### src/rtl/rtc_pkg.sv
// ----------------------------------------------------------------------------
// rtc_pkg: shared types and constants for the calendar clock
// Command codes, field widths, the clock state record and the month length.
// ----------------------------------------------------------------------------
package rtc_pkg;

  // command codes carried in tuser
  localparam logic [2:0] CMD_TICK      = 3'd0;
  localparam logic [2:0] CMD_SET_TIME  = 3'd1;
  localparam logic [2:0] CMD_SET_DATE  = 3'd2;
  localparam logic [2:0] CMD_SET_ALARM = 3'd3;
  localparam logic [2:0] CMD_ACK       = 3'd4;

  localparam int CMD_W       = 3;
  localparam int YEAR_W      = 6;
  localparam int IN_DATA_W   = 32;
  localparam int OUT_DATA_W  = 40;

  localparam int YEAR_MAX_DEF = 50;
  localparam int YEAR_RST     = 16;

  localparam logic [5:0] SEC_LAST   = 6'd59;
  localparam logic [5:0] MIN_LAST   = 6'd59;
  localparam logic [4:0] HOUR_LAST  = 5'd23;
  localparam logic [3:0] MONTH_LAST = 4'd12;
  localparam logic [2:0] WDAY_LAST  = 3'd7;

  typedef struct packed {
    logic [2:0] command;
    logic [4:0] hour_in;
    logic [5:0] minute_in;
    logic [4:0] day_in;
    logic [3:0] month_in;
    logic [5:0] year_in;
    logic [2:0] weekday_in;
    logic       alarm_enable_in;
  } item_t;

  // everything but the year, whose width follows the year limit
  typedef struct packed {
    logic       half_phase;
    logic [5:0] seconds;
    logic [5:0] minutes;
    logic [4:0] hours;
    logic [4:0] day_of_month;
    logic [3:0] month_now;
    logic [2:0] weekday_now;
    logic [4:0] alarm_hour;
    logic [5:0] alarm_minute;
    logic       armed;
    logic       ringing;
  } clock_state_t;

  localparam clock_state_t CLOCK_RST = '{
    half_phase:   1'b0,
    seconds:      6'd0,
    minutes:      6'd0,
    hours:        5'd0,
    day_of_month: 5'd1,
    month_now:    4'd1,
    weekday_now:  3'd1,
    alarm_hour:   5'd0,
    alarm_minute: 6'd0,
    armed:        1'b1,
    ringing:      1'b0
  };

  // days in a month; codes outside 1..12 count as 31
  function automatic logic [4:0] month_len(input logic [3:0] month, input logic leap);
    logic [4:0] len;
    unique case (month)
      4'd2:                      len = leap ? 5'd29 : 5'd28;
      4'd4, 4'd6, 4'd9, 4'd11:   len = 5'd30;
      default:                   len = 5'd31;
    endcase
    return len;
  endfunction

endpackage

### src/rtl/rtc_step.sv
// ----------------------------------------------------------------------------
// rtc_step: next clock state for one command
// Tick carry chain, set time/date/alarm with saturation, alarm acknowledge
// and the alarm compare, all in one combinational pass.
// ----------------------------------------------------------------------------
module rtc_step #(
  parameter int YEAR_MAX = rtc_pkg::YEAR_MAX_DEF,
  parameter int YW       = 6
) (
  input  rtc_pkg::clock_state_t cur,
  input  logic [YW-1:0]         cur_year,
  input  rtc_pkg::item_t        item,
  output rtc_pkg::clock_state_t nxt,
  output logic [YW-1:0]         nxt_year
);
  import rtc_pkg::*;

  localparam int YXW = (YW > YEAR_W) ? YW : YEAR_W;

  logic            sec_wrap, min_wrap, hour_wrap, day_wrap, month_wrap, year_wrap;
  logic [4:0]      cur_len, set_len;
  logic [3:0]      set_month;
  logic [YXW-1:0]  year_in_x;
  logic [YW-1:0]   set_year;
  clock_state_t    upd;
  logic [YW-1:0]   upd_year;

  assign cur_len    = month_len(cur.month_now, cur_year[1:0] == 2'b00);
  assign sec_wrap   = cur.seconds >= SEC_LAST;
  assign min_wrap   = cur.minutes >= MIN_LAST;
  assign hour_wrap  = cur.hours >= HOUR_LAST;
  assign day_wrap   = cur.day_of_month >= cur_len;
  assign month_wrap = cur.month_now >= MONTH_LAST;
  assign year_wrap  = cur_year >= YW'(YEAR_MAX);

  // date inputs clamped into range
  assign set_month = (item.month_in == 4'd0) ? 4'd1 :
                     (item.month_in > MONTH_LAST) ? MONTH_LAST : item.month_in;
  assign year_in_x = YXW'(item.year_in);
  assign set_year  = (year_in_x > YXW'(YEAR_MAX)) ? YW'(YEAR_MAX) : YW'(year_in_x);
  assign set_len   = month_len(set_month, set_year[1:0] == 2'b00);

  always_comb begin
    upd      = cur;
    upd_year = cur_year;
    unique case (item.command)
      CMD_TICK: begin
        upd.half_phase = ~cur.half_phase;
        if (cur.half_phase) begin
          if (!sec_wrap) begin
            upd.seconds = cur.seconds + 6'd1;
          end else begin
            upd.seconds = 6'd0;
            if (!min_wrap) begin
              upd.minutes = cur.minutes + 6'd1;
            end else begin
              upd.minutes = 6'd0;
              if (!hour_wrap) begin
                upd.hours = cur.hours + 5'd1;
              end else begin
                upd.hours = 5'd0;
                upd.weekday_now = (cur.weekday_now >= WDAY_LAST) ? 3'd1
                                                                 : cur.weekday_now + 3'd1;
                if (!day_wrap) begin
                  upd.day_of_month = cur.day_of_month + 5'd1;
                end else begin
                  upd.day_of_month = 5'd1;
                  if (!month_wrap) begin
                    upd.month_now = cur.month_now + 4'd1;
                  end else begin
                    upd.month_now = 4'd1;
                    upd_year = year_wrap ? '0 : cur_year + YW'(1);
                  end
                end
              end
            end
          end
        end
      end
      CMD_SET_TIME: begin
        upd.hours   = (item.hour_in > HOUR_LAST) ? HOUR_LAST : item.hour_in;
        upd.minutes = (item.minute_in > MIN_LAST) ? MIN_LAST : item.minute_in;
        upd.seconds = 6'd0;
      end
      CMD_SET_DATE: begin
        upd.month_now    = set_month;
        upd_year         = set_year;
        upd.day_of_month = (item.day_in == 5'd0) ? 5'd1 :
                           (item.day_in > set_len) ? set_len : item.day_in;
        upd.weekday_now  = (item.weekday_in == 3'd0) ? 3'd1 : item.weekday_in;
      end
      CMD_SET_ALARM: begin
        upd.alarm_hour   = (item.hour_in > HOUR_LAST) ? HOUR_LAST : item.hour_in;
        upd.alarm_minute = (item.minute_in > MIN_LAST) ? MIN_LAST : item.minute_in;
        upd.armed        = item.alarm_enable_in;
      end
      CMD_ACK: begin
        if (cur.ringing) begin
          upd.ringing = 1'b0;
          upd.armed   = 1'b0;
        end
      end
      default: begin
      end
    endcase
    // alarm compare runs after every command
    if (upd.armed && upd.hours == upd.alarm_hour && upd.minutes == upd.alarm_minute) begin
      upd.ringing = 1'b1;
    end
  end

  assign nxt      = upd;
  assign nxt_year = upd_year;

endmodule

### src/rtl/rtc_calendar_with_alarm.sv
// ----------------------------------------------------------------------------
// rtc_calendar_with_alarm: time-of-day clock and calendar with daily alarm
//
// Usage: each input transfer carries a command in s_tuser (half-second tick,
// set time, set date, set alarm, acknowledge alarm) and its arguments in
// s_tdata. Every input transfer yields exactly one output transfer on m_*
// holding the full time, date and alarm status after that command.
// Two ticks make one second; seconds carry through minutes, hours, day,
// weekday, month and year, which wraps to 0 after YEAR_MAX.
// The command is captured in an input register when it is accepted; its
// result is registered in the output register, which drives m_tvalid, once
// that register is empty or being taken. Throughput is one command per cycle
// while m_tready is high, bounded by the single update pass between the two.
// Stall: while m_tready is low the result holds, one more command waits in
// the input register, and then s_tready drops until the result is taken.
// Reset: rst (synchronous) empties both registers and loads 00:00:00,
// day 1, month 1, year 16, weekday 1, alarm 00:00 armed, not ringing.
// ----------------------------------------------------------------------------
module rtc_calendar_with_alarm #(
  parameter int YEAR_MAX = rtc_pkg::YEAR_MAX_DEF
) (
  input  logic                              clk,
  input  logic                              rst,
  input  logic                              s_tvalid,
  output logic                              s_tready,
  // hour_in[4:0], minute_in[10:5], day_in[15:11], month_in[19:16],
  // year_in[25:20], weekday_in[28:26], alarm_enable_in[29], zero[31:30]
  input  logic [rtc_pkg::IN_DATA_W-1:0]     s_tdata,
  // command[2:0]
  input  logic [rtc_pkg::CMD_W-1:0]         s_tuser,
  output logic                              m_tvalid,
  input  logic                              m_tready,
  // second_out[5:0], minute_out[11:6], hour_out[16:12], day_out[21:17],
  // month_out[25:22], year_out[31:26], weekday_out[34:32],
  // alarm_ringing[35], alarm_armed_out[36], zero[39:37]
  output logic [rtc_pkg::OUT_DATA_W-1:0]    m_tdata
);
  import rtc_pkg::*;

  localparam int YTOP = (YEAR_MAX > YEAR_RST) ? YEAR_MAX : YEAR_RST;
  localparam int YW   = $clog2(YTOP + 1);

  logic          in_valid;
  item_t         in_item;
  logic          out_valid;
  logic          adv;
  clock_state_t  st, st_next;
  logic [YW-1:0] year, year_next;

  assign adv      = in_valid && (!out_valid || m_tready);
  assign s_tready = !in_valid || adv;
  assign m_tvalid = out_valid;

  rtc_step #(
    .YEAR_MAX (YEAR_MAX),
    .YW       (YW)
  ) u_step (
    .cur      (st),
    .cur_year (year),
    .item     (in_item),
    .nxt      (st_next),
    .nxt_year (year_next)
  );

  always_ff @(posedge clk) begin
    if (rst) begin
      in_valid  <= 1'b0;
      out_valid <= 1'b0;
      st        <= CLOCK_RST;
      year      <= YW'(YEAR_RST);
    end else begin
      if (s_tvalid && s_tready) begin
        in_valid <= 1'b1;
      end else if (adv) begin
        in_valid <= 1'b0;
      end
      if (adv) begin
        out_valid <= 1'b1;
        st        <= st_next;
        year      <= year_next;
      end else if (m_tready) begin
        out_valid <= 1'b0;
      end
    end
  end

  // payload registers
  always_ff @(posedge clk) begin
    if (s_tvalid && s_tready) begin
      in_item.command         <= s_tuser;
      in_item.hour_in         <= s_tdata[4:0];
      in_item.minute_in       <= s_tdata[10:5];
      in_item.day_in          <= s_tdata[15:11];
      in_item.month_in        <= s_tdata[19:16];
      in_item.year_in         <= s_tdata[25:20];
      in_item.weekday_in      <= s_tdata[28:26];
      in_item.alarm_enable_in <= s_tdata[29];
    end
    if (adv) begin
      m_tdata <= {3'b000, st_next.armed, st_next.ringing, st_next.weekday_now,
                  YEAR_W'(year_next), st_next.month_now, st_next.day_of_month,
                  st_next.hours, st_next.minutes, st_next.seconds};
    end
  end

`ifndef SYNTHESIS
  a_time_range: assert property (@(posedge clk) disable iff (rst)
    st.seconds <= SEC_LAST && st.minutes <= MIN_LAST && st.hours <= HOUR_LAST)
    else $error("time of day out of range");

  a_day_range: assert property (@(posedge clk) disable iff (rst)
    st.day_of_month >= 5'd1 &&
    st.day_of_month <= month_len(st.month_now, year[1:0] == 2'b00))
    else $error("day of month beyond month length");

  a_ring_cause: assert property (@(posedge clk) disable iff (rst)
    $rose(st.ringing) |-> st.armed && st.hours == st.alarm_hour &&
                          st.minutes == st.alarm_minute)
    else $error("alarm started without a matching armed alarm time");

  a_adv_result: assert property (@(posedge clk) disable iff (rst)
    adv |=> out_valid)
    else $error("processed command left no result");

  a_hold_item: assert property (@(posedge clk) disable iff (rst)
    in_valid && !adv |=> in_valid && $stable(in_item))
    else $error("waiting command lost or changed");
`endif

endmodule

### config.mk
export PLATFORM = sky130hd
export DESIGN_NAME = rtc_calendar_with_alarm
export DESIGN_NICKNAME = d
export VERILOG_FILES = /design/src/rtl/rtc_pkg.sv /design/src/rtl/rtc_step.sv /design/src/rtl/rtc_calendar_with_alarm.sv
export SDC_FILE = /design/constraint.sdc
export NUM_CORES = 1
export LEC_CHECK = 0
export ABC_CLOCK_PERIOD_IN_PS = 4500
export CAP_MARGIN = 20
export CORE_MARGIN = 5
export CORE_UTILIZATION = 57
export CTS_CLUSTER_SIZE = 24
export DETAILED_ROUTE_END_ITERATION = 6
export DONT_BUFFER_PORTS = 1
export PLACE_DENSITY = 0.72
export SKIP_CTS_REPAIR_TIMING = 1
export SLEW_MARGIN = 10
export SYNTH_ARGS = -nofsm -noshare
export SYNTH_HDL_FRONTEND = slang
export SYNTH_HIERARCHICAL = 1
export SYNTH_SLANG_ARGS = --single-unit
export TNS_END_PERCENT = 1
### constraint.sdc
create_clock -name clk -period 4.5 [get_ports clk]
set_input_delay 0.45 -clock clk [delete_from_list [all_inputs] [get_ports clk]]
set_output_delay 0.45 -clock clk [all_outputs]
set_load 0.005 [all_outputs]
# After elaboration in Yosys (flattened, before gate mapping)

Cells that the tools add are included.

Register bits: 121
Logic and storage cells: 120

Add/sub/neg operators: 7
$lt $le $gt $ge: 12
Equality and inequality tests: 16
Muxes and demuxes: 42
Bitwise gates (word level): 1
Reductions and logical operators: 19

Operator list:

| operator              | count |
|---|---|
| $mux W6               | 11 |
| $pmux W17 S2          | 1 |
| $mux W29              | 1 |
| $mux W5               | 5 |
| $pmux W12 S2          | 1 |
| $mux W23              | 1 |
| $pmux W5 S2           | 2 |
| $add A6 B1 Y6 const B | 3 |
| $ge A6 B6 Y1 const B  | 3 |
| $mux W17              | 1 |
| $eq A4 B3 Y1 const B  | 4 |
| $eq A4 B4 Y1 const B  | 4 |
| $mux W4               | 4 |
| $gt A6 B6 Y1 const B  | 2 |
| $mux W12              | 1 |
| $pmux W6 S2           | 1 |
| $mux W11              | 1 |
| $add A5 B1 Y5 const B | 2 |
| $eq A4 B2 Y1 const B  | 2 |
| $mux W1               | 8 |
| $reduce_or A4 Y1      | 2 |
| $eq A3 B2 Y1 const B  | 2 |
| $eq A6 B6 Y1          | 1 |
| $logic_not A3 Y1      | 2 |
| other kinds (24)      | 32 |

# Depth between registers and ports, before layout

Gate-level depths: netlist (run 1).

Depth after elaboration: 14
Depth in mapped cells: 16
Gate-level depth less buffers: 15

# Modules after synthesis

Netlist (run 1), hierarchy kept.

Modules (own cells, without submodules):

| module                  | times used | cells an instance | area an instance (um2) | seq. area each (um2) |
|---|---|---|---|---|
| rtc_calendar_with_alarm | 1          | 297               | 4429.2                 | 3123.0 |
| rtc_step                | 1          | 363               | 2258.4                 | 0.0 |

# Worst setup path after synthesis (run 1)

OpenSTA, ideal clock, no wires.

Path kind: reg-to-reg
Start: register st[16] (netlist name)
End: register year[3]
Setup time: 0.072 ns
Arrival time: 2.789 ns
Setup slack: 1.640 ns
Cell stages (with the launch flop): 17
Clock period less this slack: 2.860 ns
Cells stage by stage: dfxtp_1 inv_1 ha_1 o21ai_0 o21ai_0 o21ai_0 ha_1 nand2b_1 a21o_1 and4_1 buf_2 a41o_1 nor4_1 a31oi_1 o2bb2ai_1 nand2b_1 mux2i_1

Cells in the longest elaborated chain, start to end: 10
Elaborated cells on any way between the ends: 16

RTL lines:

| element                                      | line                          | RTL |
|---|---|---|
| start: declaration                           | rtc_calendar_with_alarm.sv:47 | `clock_state_t st, st_next;` |
| start signal: assignment                     | rtc_calendar_with_alarm.sv:79 | `st <= st_next;` |
| $eq A4 B3 Y1 or $eq A4 B4 Y1 (tied branches) | rtc_pkg.sv:71                 | `unique case (month)` |
| $reduce_or A4 Y1                             | rtc_pkg.sv:71                 |  |
| $pmux W5 S2                                  | rtc_pkg.sv:71                 |  |
| $ge A5 B5 Y1                                 | rtc_step.sv:32                | `assign day_wrap = cur.day_of_month >= cur_len;` |
| $mux W6 *                                    | rtc_step.sv:64                | `if (!day_wrap) begin` |
| $mux W6 *                                    | rtc_step.sv:58                | `if (!hour_wrap) begin` |
| $mux W6 *                                    | rtc_step.sv:54                | `if (!min_wrap) begin` |
| $mux W6 *                                    | rtc_step.sv:50                | `if (!sec_wrap) begin` |
| $mux W6 *                                    | rtc_step.sv:49                | `if (cur.half_phase) begin` |
| $pmux W6 S2 *                                | rtc_step.sv:46                | `unique case (item.command)` |
| via year_next[3]                             | rtc_calendar_with_alarm.sv:48 | `logic [YW-1:0] year, year_next;` |
| end signal: assignment                       | rtc_calendar_with_alarm.sv:70 | `year <= YW'(YEAR_RST);` |
| end signal: assignment                       | rtc_calendar_with_alarm.sv:80 | `year <= year_next;` |
| end: declaration                             | rtc_calendar_with_alarm.sv:48 |  |

The timed path passes the listed nets; every way through them passes the cells marked *.
A chain may end at the register's enable or synchronous reset.

# Final worst setup path (run 1)

Ends and elaborated chain as after synthesis.

==> reports/results.tsv, run 1 <==
stage	metric	value	unit
routing	route.detailed.drc	0	
synth	syn_area_per_cell	10.1	um2
pwr	power.internal	0.00203	W
timing	setup_violations	0	
critical_path	path_class	reg -> reg	
critical_path	reg2reg_depth	15	
synth	synthesis.area	6690	um2
synth	synth-compound-area-share	14.0	%
layout	final_common_cell	nand2b_1	
critical_path	critPathRequiredTime	4.84	ns
routing	first_pass_iters	5	
layout	multi_input_area	3280	um2
min_path	hold_path_depth	0	
global_routing	busiest_layer	met2	
pwr	swShare	22.8	%
die	die_area	14000	um2
synth	synth_top_family_by_area	simple AND/OR/NAND/NOR gates	
cts	cts.clk_slew.worst_paths	0.06	ns
timing	fin_worst_skew	0.00648	ns
routing	via_per_inst	6.14	
synth	yosys_register_bits	121	
synth	synthCells	660	
synth	synth.top_cell.area_share	31.4	%
layout	fillCellCount	916	
global_routing	grtUsageMet1	25.4	%
place	dp_hpwl	9560	um
timing	tightest_slew	1.06	ns
timing	rsz0062_at_grt	no	
global_routing	grt_pass1_wl	23600	um
synth	ys_seq_area_share	46.7	%
global_routing	use_met2	34.0	%
pwr	power.leakage	2.49	nW
layout	n_antenna_cell	0	
synth	ys_warn_count	6	
global_routing	grt_max_degree	101	
layout	num-nets-final	701	
critical_path	reg2reg_to	year[3]	
pwr	p_seq_share	47.6	%
global_routing	grt_use_total	20.8	%
critical_path	cp-end-kind	register	
pwr	clkPwrFrac	46.4	%
die	die_y	118	um
cts	cts_tree	built	
layout	seqCellArea	3120	um2
min_path	min_path_type	in -> reg	
timing	fmax	294	MHz
place	gp_congestion	0.965	
place	io_buffers	0	
layout	area_growth	7.60	%
cts	cts_buffer_depth	2	
die	num_rows	39	
routing	postRouteAntennaNets	0	
global_routing	antenna_found_initial	0	
routing	wl_per_cell	17.8	um
die	start_util	58.3	%
synth	synthDistinctLibCells	74	
critical_path	r2r_slack	1.10	ns
cts	cts_made_buffers	17	
min_path	worstHoldStart	s_tdata[4]	
routing	wirelength	14200	um
synth	synthTopCellsByArea	edfxtp_1 31%, dfxtp_1 15%, nand2b_1 8.4%	
global_routing	grt_overflow_total	0	
timing	timing.hold.ws	0.126	ns
global_routing	grt_pass1_vias	4835	
run	drv_cap	0	
synth	synth_xor_area_share	1.44	%
routing	drt_iter0_markers	372	
timing	maxSlewHeadroom	29.1	%
cts	clock_latency	0.42	ns
critical_path	rr_startpoint	st[16]	
pwr	power_frac_comb	5.9	%
synth	synth-simple-area-share	21.5	%
synth	ys.flop_type	edfxtp_1	
outcome	status	finished, final reports clean	
timing	finalCritPeriodShare	75.6	%
layout	final_layout_size_suffix_gt1_share	8.05	%
cts	cts.sinks	121	
pwr	switching_power	0.000602	W
die	die_x	118	um
timing	finalHoldViolations	0	
synth	yosysTopAreaCell	edfxtp_1	
min_path	holdPathEnd	in_item[29]	
routing	vias	4920	
pwr	p_per_area	366	nW/um2
critical_path	worstPathArrival	3.75	ns
critical_path	critPathLaunchType	register	
global_routing	met3_usage	6.26	%
synth	synthAdderAreaFrac	3.18	%
synth	synth.mux.area_fraction	8.49	%
cts	cts.htree.levels	4	
die	io_pins	81	
timing	timing.final.crit_period	3.40	ns
timing	drv_slew	0	
synth	ys_async_sr_fraction	0	%
timing	tns	0	ns
pwr	vdd_drop_max	0.339	mV
cts	cts-root-buf	clkbuf_16	
synth	synth_edf_count	70	
die	core	11500	um2
critical_path	cp_max_fo	8	
layout	layout_common_cells	90 x nand2b_1, 70 x edfxtp_1, 51 x dfxtp_1, 50 x mux2i_1, 48 x nor2_1	
-- logic make-up after synthesis --
group	Yosys count
AOI/OAI and AO/OA	142
xor gates and xnor gates	11
adders and majority gates	17
buffers and inverters	53
DFF	121
muxes	56
other	1
and+or+nand+nor	259
-- power groups by stage --
stage / Combinational (W) / Clock [W] / Sequential [W]
4_1_cts: 0.000155 / 0.00126 / 0.00126
3_5_place_dp: 0.000154 / 0 / 0.00128
5_1_grt: 0.000171 / 0.00131 / 0.00126
3_3_place_gp: 0.000150 / 0 / 0.00128
6_report: 0.000156 / 0.00122 / 0.00126
2_1_floorplan: 0.000153 / 0 / 0.00126
-- Yosys cell counts, drive strengths merged, types with 4 or more instances --
library cell  count
nand2            43
mux2              6
dfxtp            51
nor4              4
o31a              4
mux2i            50
ha               17
buf              20
xnor2             8
nor2             50
a22oi             4
nand2b           90
a31oi             7
nand4            10
nor2b             5
nand3            18
a211oi            6
a21oi            33
o21ai            46
edfxtp           70
a21o              4
and3              8
inv              13
clkbuf           20
nor3             10
-- registers in the layout (all words and copies together) (netlist names) --
name	cells
m_tdata	37
in_valid	1
year	6
m_tvalid	1
in_item	33
st	43
-- area by class of cell --
class                   instances  area share, %
clock buffers                  19           6.02
clock inverters                13           1.46
inverters                      13          0.678
multi-input cells             488           45.5
flip-flops and latches        121           43.4
well taps                     143           2.49
repair buffers                  4          0.417
-- routing by layer --
layer  routed length (um)  part of all wire [%]  up-vias
met3                  790                   5.5       32
li1                     -                     -     2383
met1                 6170                    43     2334
met5                    0                     0        -
met2                 6960                    49      171
met4                  318                   2.2        0
-- worst max-delay path, stage by stage, from the launching register on --
cell and delay [ns]:
dfxtp_1 0.44, inv_1 0.12, ha_1 0.22, o21ai_0 0.19, o21ai_0 0.15, o21ai_0 0.19, ha_1 0.25, nand2b_1 0.15
a21o_1 0.22, and4_1 0.30, a41o_1 0.33, nor4_1 0.25, a31oi_1 0.08, o2bb2ai_1 0.25, nand2b_1 0.07, mux2i_1 0.12
-- how the worst max path moves through the flow --
stage	start	cells past startpoint	endpoint	slack, ns
after CTS	st[16]	15	year[3]	1.13
after floorplan	st[16]	16	year[3]	1.64
after detailed placement	st[16]	15	year[3]	1.15
after global routing	st[16]	15	year[3]	0.78
after global placement	in_item[31]	9	st[0]	1.34
final	st[16]	15	year[3]	1.10
-- per-stage QoR --
step / power (W) / util, % / area (um2) / std cells / setup WS (ns)
CTS: 0.00267 / 62.7 / 7190 / 800 / 1.13
floorplan: 0.00141 / - / 6700 / 662 / 1.64
detailed placement: 0.00143 / 58.0 / 6650 / 768 / 1.15
global route: 0.00275 / 62.7 / 7200 / 801 / 0.779
finish: 0.00264 / 62.7 / 7200 / 801 / 1.10
global placement: 0.00143 / 58.0 / 6650 / 768 / 1.34
Power figures use the tool's default switching activity.
==> inputs of run 2 (changes only) <==
--- a/config.mk
+++ b/config.mk
@@ -5,7 +5,7 @@
 export SDC_FILE = /design/constraint.sdc
 export NUM_CORES = 1
 export LEC_CHECK = 0
-export ABC_CLOCK_PERIOD_IN_PS = 4500
+export ABC_CLOCK_PERIOD_IN_PS = 3400
 export CAP_MARGIN = 20
 export CORE_MARGIN = 5
 export CORE_UTILIZATION = 57
==> constraint.sdc (replaced) <==
create_clock -name clk -period 3.4 [get_ports clk]
set_input_delay 0.34 -clock clk [delete_from_list [all_inputs] [get_ports clk]]
set_output_delay 0.34 -clock clk [all_outputs]
set_load 0.005 [all_outputs]
==> run 2 against run 1 <==
Routed wire length grew 6.6%. Non-clock buffer count grew 41. Worst setup slack lost 0.74 ns. Global-route usage grew 0.36 points. Final cell count grew 5.1%. Highest routed layer unchanged. Die area is the same. Combinational power grew 59%. Clock power grew 49%. Total power grew 41%.
==> reports/results.tsv, run 2 (synthesis gave the netlist of run 1 again) <==
stage	metric	value	unit	change
routing	drt_iter0_markers	358		was 372
critical_path	critPathRequiredTime	3.73	ns	was 4.84 ns
timing	finalCritPeriodShare	89.4	%	was 75.6%
pwr	swShare	21.9	%	was 22.8%
layout	regMostFlops	st		unchanged
die	start_util	58.3	%	unchanged
cts	cts-root-buf	clkbuf_16		unchanged
layout	final_common_cell	nand2b_1		unchanged
critical_path	reg2reg_depth	15		unchanged
min_path	holdPathEnd	st[16]		was in_item[29]
routing	wirelength	15200	um	was 14200 um
routing	via_per_inst	6.10		was 6.14
cts	cts.clk_slew.worst_paths	0.06	ns	about the same
critical_path	rr_startpoint	st[16]		unchanged
global_routing	antenna_found_initial	0		unchanged
die	die_x	118	um	unchanged
timing	drv_slew	0		unchanged
pwr	power.leakage	2.70	nW	was 2.49 nW
run	drv_cap	0		unchanged
layout	n_antenna_cell	0		unchanged
layout	reg_top3	st (43), m_tdata (37), in_item (33)		unchanged
global_routing	grtUsageMet1	25.4	%	about the same
global_routing	grt_max_degree	101		unchanged
routing	first_pass_iters	5		unchanged
global_routing	grt_use_total	21.2	%	was 20.8%
routing	vias	5134		was 4920
critical_path	cp_max_fo	7		was 8
timing	tightest_slew	1.08	ns	was 1.06 ns
critical_path	path_class	reg -> reg		unchanged
timing	timing.final.crit_period	3.04	ns	was 3.40 ns
routing	postRouteAntennaNets	0		unchanged
cts	clock_latency	0.42	ns	about the same
min_path	min_path_type	in -> reg		unchanged
critical_path	cp-end-kind	register		unchanged
critical_path	worstPathArrival	3.37	ns	was 3.75 ns
timing	finalHoldViolations	0		unchanged
layout	area_growth	14.5	%	was 7.60%
cts	cts_buffer_depth	2		unchanged
die	die_y	118	um	unchanged
layout	final_layout_size_suffix_gt1_share	9.16	%	was 8.05%
global_routing	busiest_layer	met2		unchanged
cts	cts_made_buffers	17		unchanged
min_path	hold_path_depth	2		was 0
timing	maxSlewHeadroom	27.7	%	was 29.1%
routing	wl_per_cell	18.0	um	was 17.8 um
pwr	power.internal	0.00291	W	was 0.00203 W
timing	fin_worst_skew	0.00966	ns	was 0.00648 ns
global_routing	grt_pass1_wl	24000	um	was 23600 um
pwr	p_seq_share	44.5	%	was 47.6%
timing	fmax	329	MHz	was 294 MHz
place	gp_congestion	0.979		was 0.965
critical_path	critPathLaunchType	register		unchanged
cts	cts.htree.levels	4		unchanged
cts	cts_tree	built		unchanged
timing	tns	0	ns	unchanged
global_routing	grt_overflow_total	0		unchanged
die	io_pins	81		unchanged
cts	cts.sinks	121		unchanged
critical_path	r2r_slack	0.36	ns	was 1.10 ns
layout	largest_reg_flops	43		unchanged
die	die_area	14000	um2	unchanged
timing	setup_violations	0		unchanged
routing	route.detailed.drc	0		unchanged
pwr	vdd_drop_max	0.464	mV	was 0.339 mV
layout	num-nets-final	742		was 701
global_routing	use_met2	35.7	%	was 34.0%
global_routing	grt_pass1_vias	4902		was 4835
timing	rsz0062_at_grt	no		unchanged
place	dp_hpwl	9780	um	was 9560 um
global_routing	met3_usage	6.78	%	was 6.26%
pwr	clkPwrFrac	48.9	%	was 46.4%
die	num_rows	39		unchanged
layout	final_util	66.8	%	was 62.7%
pwr	switching_power	0.000817	W	was 0.000602 W
critical_path	reg2reg_to	year[3]		unchanged
layout	layout_common_cells	90 x nand2b_1, 70 x edfxtp_1, 50 x mux2i_1, 49 x dfxtp_1, 48 x nor2_1		was 90 x nand2b_1, 70 x edfxtp_1, 51 x dfxtp_1, 50 x mux2i_1, 48 x nor2_1
outcome	status	finished, final reports clean		unchanged
min_path	worstHoldStart	rst		was s_tdata[4]
pwr	power_frac_comb	6.6	%	was 5.9%
pwr	p_per_area	487	nW/um2	was 366 nW/um2
die	core	11500	um2	unchanged
place	io_buffers	0		unchanged
run 2: worst max-delay path, cell delays in order, from the launching register on:
cell       delay, ns
dfxtp_2         0.39
inv_1           0.10
ha_1            0.21
o21ai_0         0.12
o21ai_0         0.09
o21ai_0         0.15
ha_1            0.25
nand2b_1        0.14
a21o_1          0.21
and4_1          0.23
a41o_1          0.30
nor4_1          0.23
a31oi_1         0.08
o2bb2ai_1       0.19
nand2b_1        0.08
mux2i_1         0.18
run 2: power by group through the flow:
stage	Clock, W	Sequential (W)	Combinational, W
2_1_floorplan	0	0.00167	0.000202
6_report	0.00182	0.00166	0.000248
5_1_grt	0.00194	0.00166	0.000269
3_5_place_dp	0	0.00169	0.000211
3_3_place_gp	0	0.00169	0.000207
4_1_cts	0.00185	0.00166	0.000214
run 2: stage by stage:
stage                     cells  setup slack, ns  total power [W]  area [um2]  hold WS, ns
after floorplan             662            0.540          0.00187        6700        0.439
final                       842            0.361          0.00373        7660       0.0915
after detailed placement    776            0.319          0.00190        6710        0.426
after CTS                   808            0.308          0.00372        7320      -0.0204
after global placement      776            0.433          0.00189        6710        0.424
after global routing        842           0.0716          0.00387        7660       0.0751
run 2: cell type report:
type / instances / area (um2)
Sequential cell: 121 / 3130
Inverter: 13 / 48.8
Timing Repair Buffer: 45 / 423
Clock inverter: 12 / 149
Clock buffer: 20 / 457
Multi-Input combinational cell: 488 / 3280
Fill cell: 879 / 3810
Tap cell: 143 / 179
run 2: worst max-delay path by stage:
| stage | to | startpoint | slack (ns) | cells past startpoint |
|---|---|---|---|---|
| 2_1_floorplan | year[3] | st[16] | 0.54 | 16 |
| 3_3_place_gp | year[3] | st[16] | 0.43 | 15 |
| 3_5_place_dp | year[3] | st[16] | 0.32 | 15 |
| 4_1_cts | year[3] | st[16] | 0.31 | 15 |
| 5_1_grt | year[3] | st[16] | 0.07 | 15 |
| 6_report | year[3] | st[16] | 0.36 | 15 |
run 2: metal layers:
layer | vias to the layer above | wire [um] | share of wire (%)
met4 | 0 | 259 | 1.7
met5 | - | 0 | 0
li1 | 2469 | - | -
met1 | 2414 | 6220 | 41
met2 | 224 | 7790 | 51
met3 | 27 | 911 | 6.0
